$ cat config.mk
export PLATFORM = sky130hd
export DESIGN_NAME = fbq_ctrl
export DESIGN_NICKNAME = d
export VERILOG_FILES = /design/src/rtl/core/fbq_pkg.sv /design/src/rtl/core/fbq_ctrl.sv
export SDC_FILE = /design/constraint.sdc
export NUM_CORES = 1
export LEC_CHECK = 0
export ABC_CLOCK_PERIOD_IN_PS = 3200
export BUFFER_PORTS_ARGS = -buffer_cell sky130_fd_sc_hd__buf_2
export CORE_AREA = 3 3 40 42
export CTS_BUF_LIST = sky130_fd_sc_hd__clkbuf_4 sky130_fd_sc_hd__clkbuf_8
export CTS_CLUSTER_SIZE = 40
export DETAILED_ROUTE_END_ITERATION = 7
export DIE_AREA = 0 0 43 45
export GPL_ROUTABILITY_DRIVEN = 1
export HOLD_SLACK_MARGIN = 0.05
export PLACE_DENSITY = 0.35
export SYNTH_ARGS = -nofsm -noshare
export SYNTH_HDL_FRONTEND = slang
export SYNTH_SLANG_ARGS = --single-unit
$ cat constraint.sdc
create_clock -name clk -period 3.2 [get_ports clk]
set_input_delay 0 -clock clk [delete_from_list [all_inputs] [get_ports clk]]
set_output_delay 0 -clock clk [all_outputs]
set_load 0.01 [all_outputs]
$ cat src/rtl/core/fbq_pkg.sv
// ------------------------------------------------------------------------
// fbq_pkg
// types and fixed constants of the finite buffer queue timing model
// ------------------------------------------------------------------------
package fbq_pkg;

	localparam int TIME_W     = 48;
	localparam int BITS_W     = 24;
	localparam int RATE_W     = 32;
	localparam int LIMIT_W    = 16;
	localparam int FIELD_W    = 32;
	localparam int OP_W       = 2;
	localparam int CFG_IDX_W  = 2;
	localparam int CFG_DATA_W = 32;

	localparam logic [TIME_W-1:0]  TIME_MAX  = '1;
	localparam logic [FIELD_W-1:0] FIELD_MAX = '1;

	// configuration register indexes
	localparam logic [CFG_IDX_W-1:0] REG_LIMIT_EN  = 2'd0;
	localparam logic [CFG_IDX_W-1:0] REG_BUF_LIMIT = 2'd1;
	localparam logic [CFG_IDX_W-1:0] REG_LINK_RATE = 2'd2;

	typedef enum logic [OP_W-1:0] {
		OP_OBSERVE = 2'd0,
		OP_ARRIVE  = 2'd1,
		OP_DEPART  = 2'd2,
		OP_NONE    = 2'd3
	} fbq_op_t;

	typedef enum logic [1:0] {
		ST_IDLE,
		ST_DECIDE,
		ST_DIVIDE,
		ST_DONE
	} fbq_state_t;

	// status into the sequencer
	typedef struct packed {
		logic evt_valid;
		logic is_arrival;
		logic drop;
		logic div_done;
		logic res_free;
	} fbq_stat_t;

	// strobes out of the sequencer
	typedef struct packed {
		logic evt_ready;
		logic capture;
		logic decide;
		logic div_start;
		logic commit;
	} fbq_ctrl_t;

endpackage

$ cat src/rtl/core/fbq_ctrl.sv
// ------------------------------------------------------------------------
// fbq_ctrl
// event sequencer: capture, admission decision, divide, commit
// ------------------------------------------------------------------------
module fbq_ctrl (
	input  logic               clk,
	input  logic               arst_n,
	input  fbq_pkg::fbq_stat_t stat,
	output fbq_pkg::fbq_ctrl_t ctrl
);

	import fbq_pkg::*;

	fbq_state_t state_q;
	fbq_state_t state_d;

	always_ff @(posedge clk or negedge arst_n) begin
		if (!arst_n) begin
			state_q <= ST_IDLE;
		end else begin
			state_q <= state_d;
		end
	end

	always_comb begin
		state_d = state_q;
		unique case (state_q)
			ST_IDLE: begin
				if (stat.evt_valid) state_d = ST_DECIDE;
			end
			ST_DECIDE: begin
				if (stat.is_arrival && !stat.drop) state_d = ST_DIVIDE;
				else state_d = ST_DONE;
			end
			ST_DIVIDE: begin
				if (stat.div_done) state_d = ST_DONE;
			end
			ST_DONE: begin
				if (stat.res_free) state_d = ST_IDLE;
			end
		endcase
	end

	always_comb begin
		ctrl = '0;
		unique case (state_q)
			ST_IDLE: begin
				ctrl.evt_ready = 1'b1;
				ctrl.capture   = stat.evt_valid;
			end
			ST_DECIDE: begin
				ctrl.decide    = 1'b1;
				ctrl.div_start = stat.is_arrival && !stat.drop;
			end
			ST_DIVIDE: begin
				ctrl = '0;
			end
			ST_DONE: begin
				ctrl.commit = stat.res_free;
			end
		endcase
	end

endmodule

# ---- Word-level counts from Yosys, hierarchy flattened
# Index checks and enable logic that the tools add are counted.
dict set report word_totals {
  register_bits 2
  input_bits 7
  word_cells 19
}
dict set report op_classes {
  n_eq_ne 6
  muxes 8
  n_reduce_logical 4
}
# op n
set ops {}
lappend ops {{2-to-1 mux 2 bit} 5}
lappend ops {{case mux 2 bit (4 select lines)} 1}
lappend ops {{inequality test 2 bit (second input constant)} 3}
lappend ops {{== test 2 bit (second input constant)} 2}
lappend ops {{AND reduction 3 bit} 1}
lappend ops {{== test 2 x 1 -> 1 bit (second input constant)} 1}
lappend ops {{logical NOT 2 bit} 1}
lappend ops {{2-to-1 mux 1 bit} 2}
lappend ops {{logical AND 1 bit} 1}
lappend ops {{logical NOT 1 bit} 1}

# ---- Logic depth before layout (Yosys ltp)
# Gate-level depths: netlist (run 1).
dict set report depth {
  ltp_word 4
  depth_mapped 5
  mapped_depth_nobuf 5
}

# ---- Worst setup path after synthesis (run 1)
# Ideal clock, no wire load.
dict set report synth_path {
  path_kind {reg2reg}
  startpoint {register state_q[0]}
  endpoint {register state_q[1]}
  setup_ps 128
  t_arrival_ps 1327
  path_slack_ps 1745
  path_stages_with_launch 6
  path_buffers 0
  period_less_slack_ps 1455
  path_cell_list {dfrtp_1 > inv_1 > ha_1 > nor2b_2 > nor3_2 > mux2_1}
}
dict set report synth_between {
  elab_chain_cells 3
}
# item line_no
set synth_rtl {}
lappend synth_rtl {{from (decl)} fbq_ctrl.sv:14} ;# fbq_state_t state_q;
lappend synth_rtl {{from (signal assigned)} fbq_ctrl.sv:21} ;# state_q <= state_d;
lappend synth_rtl {{== test 2 bit / logical NOT 2 bit (equally long branches)} fbq_ctrl.sv:27} ;# unique case (state_q)
lappend synth_rtl {{inequality test 2 bit (no line)} --}
lappend synth_rtl {{AND reduction 3 bit (no line)} --}
# Parallel ways exist; a longest one is shown, timed or not.
# A chain may end at the register's enable or synchronous reset.

# ---- Final worst setup path (run 1)
# Ends and elaborated chain as after synthesis.

==> results of run 1 <==
==> routing by layer <==
metal / wire [um] / track usage, % / up-vias / part of all wire [%]
li1: - / - / 105 / -
met2: 232 / 7.49 / 6 / 49
met5: 0 / 0 / - / 0
met4: 0 / 3.61 / 0 / 0
met3: 37 / 1.99 / 0 / 7.8
met1: 202 / 6.52 / 96 / 43
==> timing repair <==
item / 4_1_cts / 5_1_grt
setup endpoints to repair: 0 / 0
hold buffers: 1 / 0
hold endpoints to repair: 2 / 0
==> how the worst max path moves through the flow <==
stage | start | endpoint | slack (ns)
after global placement | state_q[0] | state_q[1] | 1.69
final | state_q[0] | state_q[1] | 1.71
after detailed placement | state_q[0] | state_q[1] | 1.68
after global routing | state_q[1] | state_q[1] | 1.59
after floorplan | state_q[0] | state_q[1] | 1.75
after CTS | state_q[0] | state_q[1] | 1.68
==> report_power, final <==
group | internal, W | total [W] | switching, W
clock network | 0.0000413 | 0.0000548 | 0.0000135
registers | 0.0000401 | 0.0000551 | 0.0000149
logic | 0.0000899 | 0.000174 | 0.0000840
total | 0.000171 | 0.000284 | 0.000112
==> worst max-delay path, stage by stage, from the launching register on <==
cell     delay [ns]
dfrtp_1        0.38
inv_1          0.10
ha_1           0.23
nor2b_2        0.17
nor3_2         0.14
mux2_1         0.34
==> metrics by stage <==
stage	hold slack (ns)	cells
3_3_place_gp	-0.215	49
6_report	0.0934	53
3_5_place_dp	-0.213	49
5_1_grt	0.0913	53
4_1_cts	0.0805	53
2_1_floorplan	-0.296	23
==> synthesized netlist by cell type <==
| library cell | number | area share (%) |
|---|---|---|
| a2bb2oi_1 | 1 | 3.8 |
| nor2b_4 | 1 | 5.9 |
| nor3_2 | 1 | 4.3 |
| ha_1 | 5 | 27 |
| nor2b_2 | 2 | 7.6 |
| dfrtp_1 | 2 | 22 |
| nor4_2 | 1 | 5.4 |
| nand2b_1 | 1 | 2.7 |
| and2_1 | 2 | 5.4 |
| a211oi_1 | 1 | 3.2 |
| nor2_1 | 2 | 3.2 |
| inv_1 | 3 | 4.9 |
| mux2_1 | 1 | 4.9 |
==> logic make-up (layout without fill, tap and decap cells) <==
family / count (synthesis) / count (layout) / share of synthesized area (%)
simple gates: 10 / 10 / 34.6
mux: 1 / 1 / 4.86
fa+ha+maj: 5 / 5 / 27.0
flops: 2 / 2 / 21.6
compound gates: 2 / 2 / 7.03
buf+inv: 3 / 18 / 4.86
==> cell type report <==
type                    instances  area (sq um)
fillers                       146           947
multi-input cells              18           170
repair buffers                 12          65.1
flip-flops and latches          2          50.0
clock buffers                   3          22.5
well taps                      15          18.8
inverters                       3          11.3
==> results.txt, run 1 <==
Post-Route WL -> 472 um
Final ANT Viol Nets -> 0
Warnings, synthesis -> 0
pre-CTS setup slack -> 1.68 ns
skew final -> 0.00413 ns
GRT Overall Usage -> 5.25%
critical path startpoint category -> register
minimum clock period -> 1.49 ns
Fin Setup TNS -> 0 ns
layout cells sized above 1 -> 50.0%
via count -> 207
Via density -> 3.91
Port Buffer Count -> 11
reg-to-reg slack, setup -> 1.71 ns
Mean Syn Cell Area -> 10.1 sq um
CTS Buf Count -> 3
most common cell after layout, fill and taps aside -> buf_2
Worst-Margin Slew -> 0.201 ns
Clock Tree Buf Depth -> 2
Area Overhead vs Synth -> 45.9%
die width -> 43 um
Iter 0 DRT Violations -> 1
Biggest register -> state_q
first-pass GRT wire length -> 759 um
Max-cap violations -> 0
status -> finished clean
Post CTS Setup Buffer Count -> 0
Arrival @ worst endpoint -> 1.59 ns
Max Fclk -> 0.669 GHz
initial core utilization -> 18.0%
synthesis-stage register bit count -> 2
Layout Utilization -> 26.3%
Worst-Skew Late Latency -> 0.22 ns
Mapped Area -> 231 sq um
Final #Nets -> 52
FF-to-FF path depth -> 5
largest registers -> state_q (2)
die span in y -> 45 um
CP required -> 3.29 ns
RSZ-0062 raised after global routing -> false
number of unique standard cell types used by synthesis -> 13
Core Rows -> 13
initial antenna violation count -> 0
max FFs per register -> 2
GR Overflow Total -> 0
setup violators final -> 0
I/O pins -> 12
drt wl/cell -> 8.91 um
Synth Instances -> 23
root buf cell -> clkbuf_4
Leakage Power -> 0.179 nW
syn_nets -> 35
pin count of the biggest net entering global routing -> 6
CTS sink cnt -> 2
CORE AREA -> 0.00128 sq mm
Hold Vio Cnt, Final -> 0
Routability Congestion -> 0.613
CTS tree -> yes
ant diodes -> 0
critical path class -> reg2reg
Design Power -> 0.000284 W
peak supply drop -> 0.292 mV
RR Startpoint -> state_q[0]
Tcrit/Tclk final -> 46.7%
commonest cells after routing, fill and taps aside -> 11 x buf_2, 5 x ha_1, 3 x inv_1, 3 x clkbuf_4
CTS clock-pin slew for the worst setup and hold paths -> 0.03 ns
die area -> 0.00194 sq mm
Rel. slew slack -> 86.5%
Crit. End Element -> register
pwr/cell area -> 840 mW/mm^2
Placed Area -> 305 sq um
terminus of the critical flop-to-flop path -> state_q[1]
Crit Path Max Fanout -> 4
Final HPWL DP -> 414 um
Slew Viols, Final -> 0
setup ws final -> 1.71 ns
DRC -> 0
vias in the first global route -> 189
sequential area share after synthesis -> 21.6%
htree depth -> 1
PostCTS Resize Cnt -> 0
worst hold path type -> in2async
post-route cell area -> 338 sq um
drt first pass iters -> 2
Note: power is estimated with default switching activity, not from simulation.
==> inputs of run 2 (changes only) <==
--- a/config.mk
+++ b/config.mk
@@ -5,7 +5,7 @@
 export SDC_FILE = /design/constraint.sdc
 export NUM_CORES = 1
 export LEC_CHECK = 0
-export ABC_CLOCK_PERIOD_IN_PS = 3200
+export ABC_CLOCK_PERIOD_IN_PS = 1200
 export BUFFER_PORTS_ARGS = -buffer_cell sky130_fd_sc_hd__buf_2
 export CORE_AREA = 3 3 40 42
 export CTS_BUF_LIST = sky130_fd_sc_hd__clkbuf_4 sky130_fd_sc_hd__clkbuf_8
@@ -14,7 +14,7 @@
 export DIE_AREA = 0 0 43 45
 export GPL_ROUTABILITY_DRIVEN = 1
 export HOLD_SLACK_MARGIN = 0.05
-export PLACE_DENSITY = 0.35
+export PLACE_DENSITY = 0.36
 export SYNTH_ARGS = -nofsm -noshare
 export SYNTH_HDL_FRONTEND = slang
 export SYNTH_SLANG_ARGS = --single-unit
==> constraint.sdc (replaced) <==
create_clock -name clk -period 1.2 [get_ports clk]
set_input_delay 0 -clock clk [delete_from_list [all_inputs] [get_ports clk]]
set_output_delay 0 -clock clk [all_outputs]
set_load 0.01 [all_outputs]
==> results.txt, run 2 (synthesized netlist as in run 1, its figures left out) <==
GR Overflow Total -> 0 (unchanged)
Leakage Power -> 0.232 nW (was 0.179 nW)
CTS Buf Count -> 3 (unchanged)
CTS sink cnt -> 2 (unchanged)
initial antenna violation count -> 0 (unchanged)
GRT Overall Usage -> 8.67% (was 5.25%)
drt wl/cell -> 11.6 um (was 8.91 um)
max FFs per register -> 2 (unchanged)
Clock Power Share -> 11.0% (was 19.3%)
reg-to-reg slack, setup -> -0.23 ns (was 1.71 ns)
Worst-Skew Late Latency -> 0.22 ns (about the same)
Area Overhead vs Synth -> 122% (was 45.9%)
pin count of the biggest net entering global routing -> 5 (was 6)
Crit Path Max Fanout -> 4 (unchanged)
worst path cell trace -> ha_2 > nor2b_4 > nor3_4 > mux2_4 (was inv_1 > ha_1 > nor2b_2 > nor3_2 > mux2_1)
commonest cells after routing, fill and taps aside -> 10 x buf_2, 5 x buf_4, 4 x ha_4, 4 x buf_6 (was 11 x buf_2, 5 x ha_1, 3 x inv_1, 3 x clkbuf_4)
die area -> 0.00194 sq mm (unchanged)
CTS tree -> yes (unchanged)
I/O pins -> 12 (unchanged)
ant diodes -> 0 (unchanged)
first-pass GRT wire length -> 1150 um (was 759 um)
worst hold path type -> in2async (unchanged)
drt first pass iters -> 2 (unchanged)
Worst-Margin Slew -> 0.223 ns (was 0.201 ns)
CP required -> 1.30 ns (was 3.29 ns)
peak supply drop -> 1.33 mV (was 0.292 mV)
Clock Tree Buf Depth -> 2 (unchanged)
skew final -> 0.000401 ns (was 0.00413 ns)
Via density -> 4.00 (was 3.91)
Port Buffer Count -> 11 (unchanged)
Post-Route WL -> 708 um (was 472 um)
Fill cells -> 134 (was 146)
peak per-stage delay on the critical path -> 0.44 ns (was 0.38 ns)
Internal -> 0.000840 W (was 0.000171 W)
setup violators final -> 4 (was 0)
Layout Utilization -> 39.9% (was 26.3%)
die width -> 43 um (unchanged)
Biggest register -> state_q (unchanged)
switching power -> 0.000535 W (was 0.000112 W)
DRC -> 0 (unchanged)
minimum clock period -> 1.43 ns (was 1.49 ns)
Final #Nets -> 60 (was 52)
most common cell after layout, fill and taps aside -> buf_2 (unchanged)
htree depth -> 1 (unchanged)
setup ws final -> -0.235 ns (was 1.71 ns)
RSZ-0062 raised after global routing -> true (was false)
slowest CP cell -> dfrtp_2 (was dfrtp_1)
failing checks -> setup timing
die span in y -> 45 um (unchanged)
critical path class -> reg2reg (unchanged)
critical path startpoint category -> register (unchanged)
Max Fclk -> 0.697 GHz (was 0.669 GHz)
root buf cell -> clkbuf_4 (unchanged)
Crit. End Element -> register (unchanged)
Slew Viols, Final -> 0 (unchanged)
initial core utilization -> 18.0% (unchanged)
status -> complete, but fails checks (was finished clean)
largest registers -> state_q (2) (unchanged)
Comb pwr share -> 76.2% (was 61.3%)
via count -> 244 (was 207)
Crit path max-delay family -> flip-flops (unchanged)
switching part of the total -> 38.9% (was 39.6%)
worst hold slack -> 0.0897 ns (was 0.0934 ns)
pwr/cell area -> 2680 mW/mm^2 (was 840 mW/mm^2)
Arrival @ worst endpoint -> 1.54 ns (was 1.59 ns)
CTS clock-pin slew for the worst setup and hold paths -> 0.03 ns (about the same)
Max-cap violations -> 0 (unchanged)
Iter 0 DRT Violations -> 1 (unchanged)
Final ANT Viol Nets -> 0 (unchanged)
sequential share of power -> 12.8% (was 19.4%)
Routability Congestion -> 0.667 (was 0.613)
vias in the first global route -> 264 (was 189)
CORE AREA -> 0.00128 sq mm (unchanged)
Worst Path Buf+Inv -> 0 (was 1)
Tcrit/Tclk final -> 120% (was 46.7%)
Core Rows -> 13 (unchanged)
layout cells sized above 1 -> 87.0% (was 50.0%)
Hold Vio Cnt, Final -> 0 (unchanged)
Rel. slew slack -> 85.1% (was 86.5%)
run 2: cell type report:
cell class	instances	area (sq um)	share of cell area (%)
clock buffer	3	22.5	4.39
timing repair buffer	20	143	27.8
tap	15	18.8	3.66
multi-input combinational	18	263	51.2
sequential	2	52.6	10.2
inverter	3	13.8	2.68
run 2: power by group through the flow:
stage	clock, W	sequential [W]	combinational (W)
finish	0.000151	0.000176	0.00105
global route	0.000180	0.000182	0.00116
global placement	0	0.000158	0.000648
detailed placement	0	0.000155	0.000673
floorplan	0	0.000146	0.000407
CTS	0.000163	0.000152	0.000896
run 2: final timing paths:
check / cells after the start / from / end
hold / removal: 2 / arst_n / state_q[1]
setup / recovery: 4 / state_q[1] / state_q[1]
setup reg to reg: 4 / state_q[1] / state_q[1]
max in group asynchronous: 2 / arst_n / state_q[0]
hold reg to reg: 2 / state_q[0] / state_q[0]
min in group clk: 4 / stat[1] / state_q[0]
run 2: per-stage QoR:
stage	total power, W	cell area (sq um)	instances	worst slack, ns	setup TNS (ns)
CTS	0.00121	459	59	-0.217	-0.539
global route	0.00152	513	61	-0.283	-0.780
floorplan	0.000552	251	23	-0.187	-0.190
detailed placement	0.000827	363	54	-0.260	-0.500
global placement	0.000805	363	54	-0.256	-0.488
finish	0.00138	513	61	-0.235	-0.523
run 2: routing by layer:
metal | GRT usage [%] | vias to the layer above | share of wire [%]
met5 | 0 | - | 0
met4 | 9.04 | 0 | 2.4
met3 | 2.39 | 2 | 3.8
met2 | 15.0 | 7 | 59
met1 | 7.99 | 113 | 35
li1 | - | 122 | -
run 2: worst register-to-register path, stage by stage, from the launching register on:
cell and delay (ns):
dfrtp_2 0.44, ha_2 0.19, nor2b_4 0.14, nor3_4 0.22
mux2_4 0.32
run 2: timing repair:
action	4_1_cts	5_1_grt
buffers inserted	1	2
hold buffers	1	0
hold endpoints to repair	2	0
gates resized for setup	12	8
endpoints found under the setup margin	4	5
pin swaps	4	5
==> inputs of run 3 (changes only) <==
--- a/config.mk
+++ b/config.mk
@@ -5,6 +5,7 @@
 export SDC_FILE = /design/constraint.sdc
 export NUM_CORES = 1
 export LEC_CHECK = 0
+export ABC_AREA = 1
 export ABC_CLOCK_PERIOD_IN_PS = 1200
 export BUFFER_PORTS_ARGS = -buffer_cell sky130_fd_sc_hd__buf_2
 export CORE_AREA = 3 3 40 42
@@ -13,7 +14,7 @@
 export DETAILED_ROUTE_END_ITERATION = 7
 export DIE_AREA = 0 0 43 45
 export GPL_ROUTABILITY_DRIVEN = 1
-export HOLD_SLACK_MARGIN = 0.05
+export GPL_TIMING_DRIVEN = 0
 export PLACE_DENSITY = 0.36
 export SYNTH_ARGS = -nofsm -noshare
 export SYNTH_HDL_FRONTEND = slang
==> results.txt, run 3 <==
status -> finished clean (was complete, but fails checks)
CTS clock-pin slew for the worst setup and hold paths -> 0.03 ns (about the same)
via count -> 227 (was 244)
sequential area share after synthesis -> 21.6% (unchanged)
Yosys top cell area share -> 27.0% (unchanged)
terminus of the critical flop-to-flop path -> state_q[1] (unchanged)
die width -> 43 um (unchanged)
critical path startpoint category -> register (unchanged)
Fill cells -> 159 (was 134)
most common library cells after synthesis -> 10 x inv_1, 8 x nand2_1, 5 x ha_1, 3 x nand2_2 (was 5 x ha_1, 3 x inv_1)
first-pass GRT wire length -> 759 um (was 1150 um)
die area -> 0.00194 sq mm (unchanged)
die span in y -> 45 um (unchanged)
drt first pass iters -> 2 (unchanged)
FF-to-FF path depth -> 7 (was 4)
number of unique standard cell types used by synthesis -> 10 (was 13)
Final #Nets -> 63 (was 60)
Slew Viols, Final -> 0 (unchanged)
cell total after placement -> 60 (was 54)
max FFs per register -> 2 (unchanged)
Via density -> 3.55 (was 4.00)
htree depth -> 1 (unchanged)
initial core utilization -> 18.0% (unchanged)
RR Startpoint -> state_q[0] (was state_q[1])
Mapped Area -> 231 sq um (unchanged)
pwr/cell area -> 2240 mW/mm^2 (was 2680 mW/mm^2)
FFs w/ async S/R, synth -> 100% (unchanged)
drt wl/cell -> 7.36 um (was 11.6 um)
Warnings, synthesis -> 0 (unchanged)
Post-Route WL -> 471 um (was 708 um)
peak supply drop -> 0.899 mV (was 1.33 mV)
I/O pins -> 12 (unchanged)
Worst-Skew Late Latency -> 0.22 ns (about the same)
Synth Instances -> 34 (was 23)
synthesis-stage register bit count -> 2 (unchanged)
Max-cap violations -> 0 (unchanged)
Mean Syn Cell Area -> 6.81 sq um (was 10.1 sq um)
critical path class -> reg2out (was reg2reg)
Core Rows -> 13 (unchanged)
CTS sink cnt -> 2 (unchanged)
reg-to-reg slack, setup -> 0.08 ns (was -0.23 ns)
RSZ-0062 raised after global routing -> true (unchanged)
post-route cell area -> 344 sq um (was 513 sq um)
CP required -> 1.20 ns (was 1.30 ns)
Final ANT Viol Nets -> 0 (unchanged)
slowest CP cell -> dfrtp_2 (unchanged)
Hold Vio Cnt, Final -> 0 (unchanged)
Crit Path Max Fanout -> 5 (was 4)
CTS Buf Count -> 3 (unchanged)
root buf cell -> clkbuf_4 (unchanged)
GRT Overall Usage -> 5.83% (was 8.67%)
Post CTS Setup Buffer Count -> 0 (was 1)
setup violators final -> 0 (was 4)
Biggest register -> state_q (unchanged)
skew final -> 0.000998 ns (was 0.000401 ns)
largest registers -> state_q (2) (unchanged)
initial antenna violation count -> 0 (unchanged)
most common cell after layout, fill and taps aside -> buf_2 (unchanged)
Routability Congestion -> 0.694 (was 0.667)
Arrival @ worst endpoint -> 1.17 ns (was 1.54 ns)
DRC -> 0 (unchanged)
Clock Tree Buf Depth -> 2 (unchanged)
Max Fclk -> 0.856 GHz (was 0.697 GHz)
EDFF count, synth -> 0 (unchanged)
CORE AREA -> 0.00128 sq mm (unchanged)
Port Buffer Count -> 11 (unchanged)
ys flop type -> dfrtp_1 (unchanged)
cell taking the most area after synthesis -> ha_1 (unchanged)
worst path cell trace -> inv_2 > ha_2 > nand2_1 > inv_1 > buf_2 (was ha_2 > nor2b_4 > nor3_4 > mux2_4)
pin count of the biggest net entering global routing -> 6 (was 5)
Tcrit/Tclk final -> 97.3% (was 120%)
Final HPWL DP -> 399 um
Area Overhead vs Synth -> 48.6% (was 122%)
ant diodes -> 0 (unchanged)
CTS tree -> yes (unchanged)
count leader, synth -> inv_1 (was ha_1)
vias in the first global route -> 214 (was 264)
commonest cells after routing, fill and taps aside -> 11 x buf_2, 8 x inv_1, 8 x nand2_1 (was 10 x buf_2, 5 x buf_4, 4 x ha_4, 4 x buf_6)
Area contributors post-synth -> ha_1 27%, dfrtp_1 22%, inv_1 16% (was ha_1 27%, dfrtp_1 22%, nor2b_2 7.6%)
syn_nets -> 46 (was 35)
Crit. End Element -> output port (was register)
Leakage Power -> 0.221 nW (was 0.232 nW)
Iter 0 DRT Violations -> 1 (unchanged)
Worst-Margin Slew -> 0.151 ns (was 0.223 ns)
Worst Path Buf+Inv -> 3 (was 0)
Placed Area -> 305 sq um (was 363 sq um)
worst hold path type -> in2async (unchanged)
GR Overflow Total -> 0 (unchanged)
worst hold slack -> 0.0830 ns (was 0.0897 ns)
Crit path max-delay family -> flip-flops (unchanged)
peak per-stage delay on the critical path -> 0.43 ns (was 0.44 ns)
post-route insts no fill -> 64 (was 61)
minimum clock period -> 1.17 ns (was 1.43 ns)
layout cells sized above 1 -> 49.0% (was 87.0%)
Rel. slew slack -> 89.9% (was 85.1%)
## run 3: where the power goes
group,internal [W],leakage [nW],switching (W),total (W)
logic,0.000199,0.185,0.000265,0.000464
registers,0.000110,0.0229,0.0000486,0.000159
clock network,0.000110,0.0138,0.0000370,0.000147
total,0.000419,0.221,0.000351,0.000770
## run 3: how the worst max path moves through the flow
stage / start / end / cells after the start
floorplan: state_q[0] / state_q[1] / 7
global placement: state_q[0] / state_q[1] / 7
detailed placement: state_q[0] / state_q[1] / 7
CTS: state_q[0] / ctrl[3] / 5
global route: state_q[1] / ctrl[1] / 5
finish: state_q[0] / ctrl[3] / 5
## run 3: layout make-up
| type | count | area, sq um | area share, % |
|---|---|---|---|
| Sequential cell | 2 | 51.3 | 14.9 |
| Clock buffer | 3 | 22.5 | 6.55 |
| Multi-Input combinational cell | 21 | 145 | 42.2 |
| Tap cell | 15 | 18.8 | 5.45 |
| Inverter | 11 | 41.3 | 12.0 |
| Timing Repair Buffer | 12 | 65.1 | 18.9 |
## run 3: timing repair
action	in CTS	in global routing
hold buffers	1	0
setup endpoints to repair	4	4
gates resized for setup	3	2
pin swaps	0	0
gates cloned	0	0
hold endpoints to repair	2	0
## run 3: worst reg2reg max path: cells and delay by family (launching register included)
family	cells	cell delay, ns
buffers and inverters	2	0.14
AOI/OAI and AO/OA	1	0.06
adders and majority gates	1	0.21
and+or+nand+nor	3	0.18
DFF	1	0.43
## run 3: through the flow
stage	setup WS (ns)	util, %	setup TNS [ns]	power [W]
2_1_floorplan	0.0583	-	0	0.000475
3_3_place_gp	-0.00454	23.8	-0.00454	0.000601
3_5_place_dp	-0.00787	23.8	-0.00787	0.000610
4_1_cts	0.00166	26.5	0	0.000790
5_1_grt	-0.0257	26.8	-0.0617	0.000874
6_report	0.0323	26.8	0	0.000770
## run 3: logic make-up (layout without fill, tap and decap cells)
| logic type | count (synthesis) | count (layout) | synth area share, % |
|---|---|---|---|
| and+or+nand+nor | 15 | 15 | 31.4 |
| buffers and inverters | 11 | 26 | 17.8 |
| adders and majority gates | 5 | 5 | 27.0 |
| DFF | 2 | 2 | 21.6 |
| AOI/OAI and AO/OA | 1 | 1 | 2.16 |
## run 3: per-layer routing
layer	up-vias	global-route usage [%]	routed length (um)
met5	-	0	0
met1	93	5.06	194
met3	0	2.39	39
met4	0	7.23	0
met2	7	9.28	237
li1	127	-	-
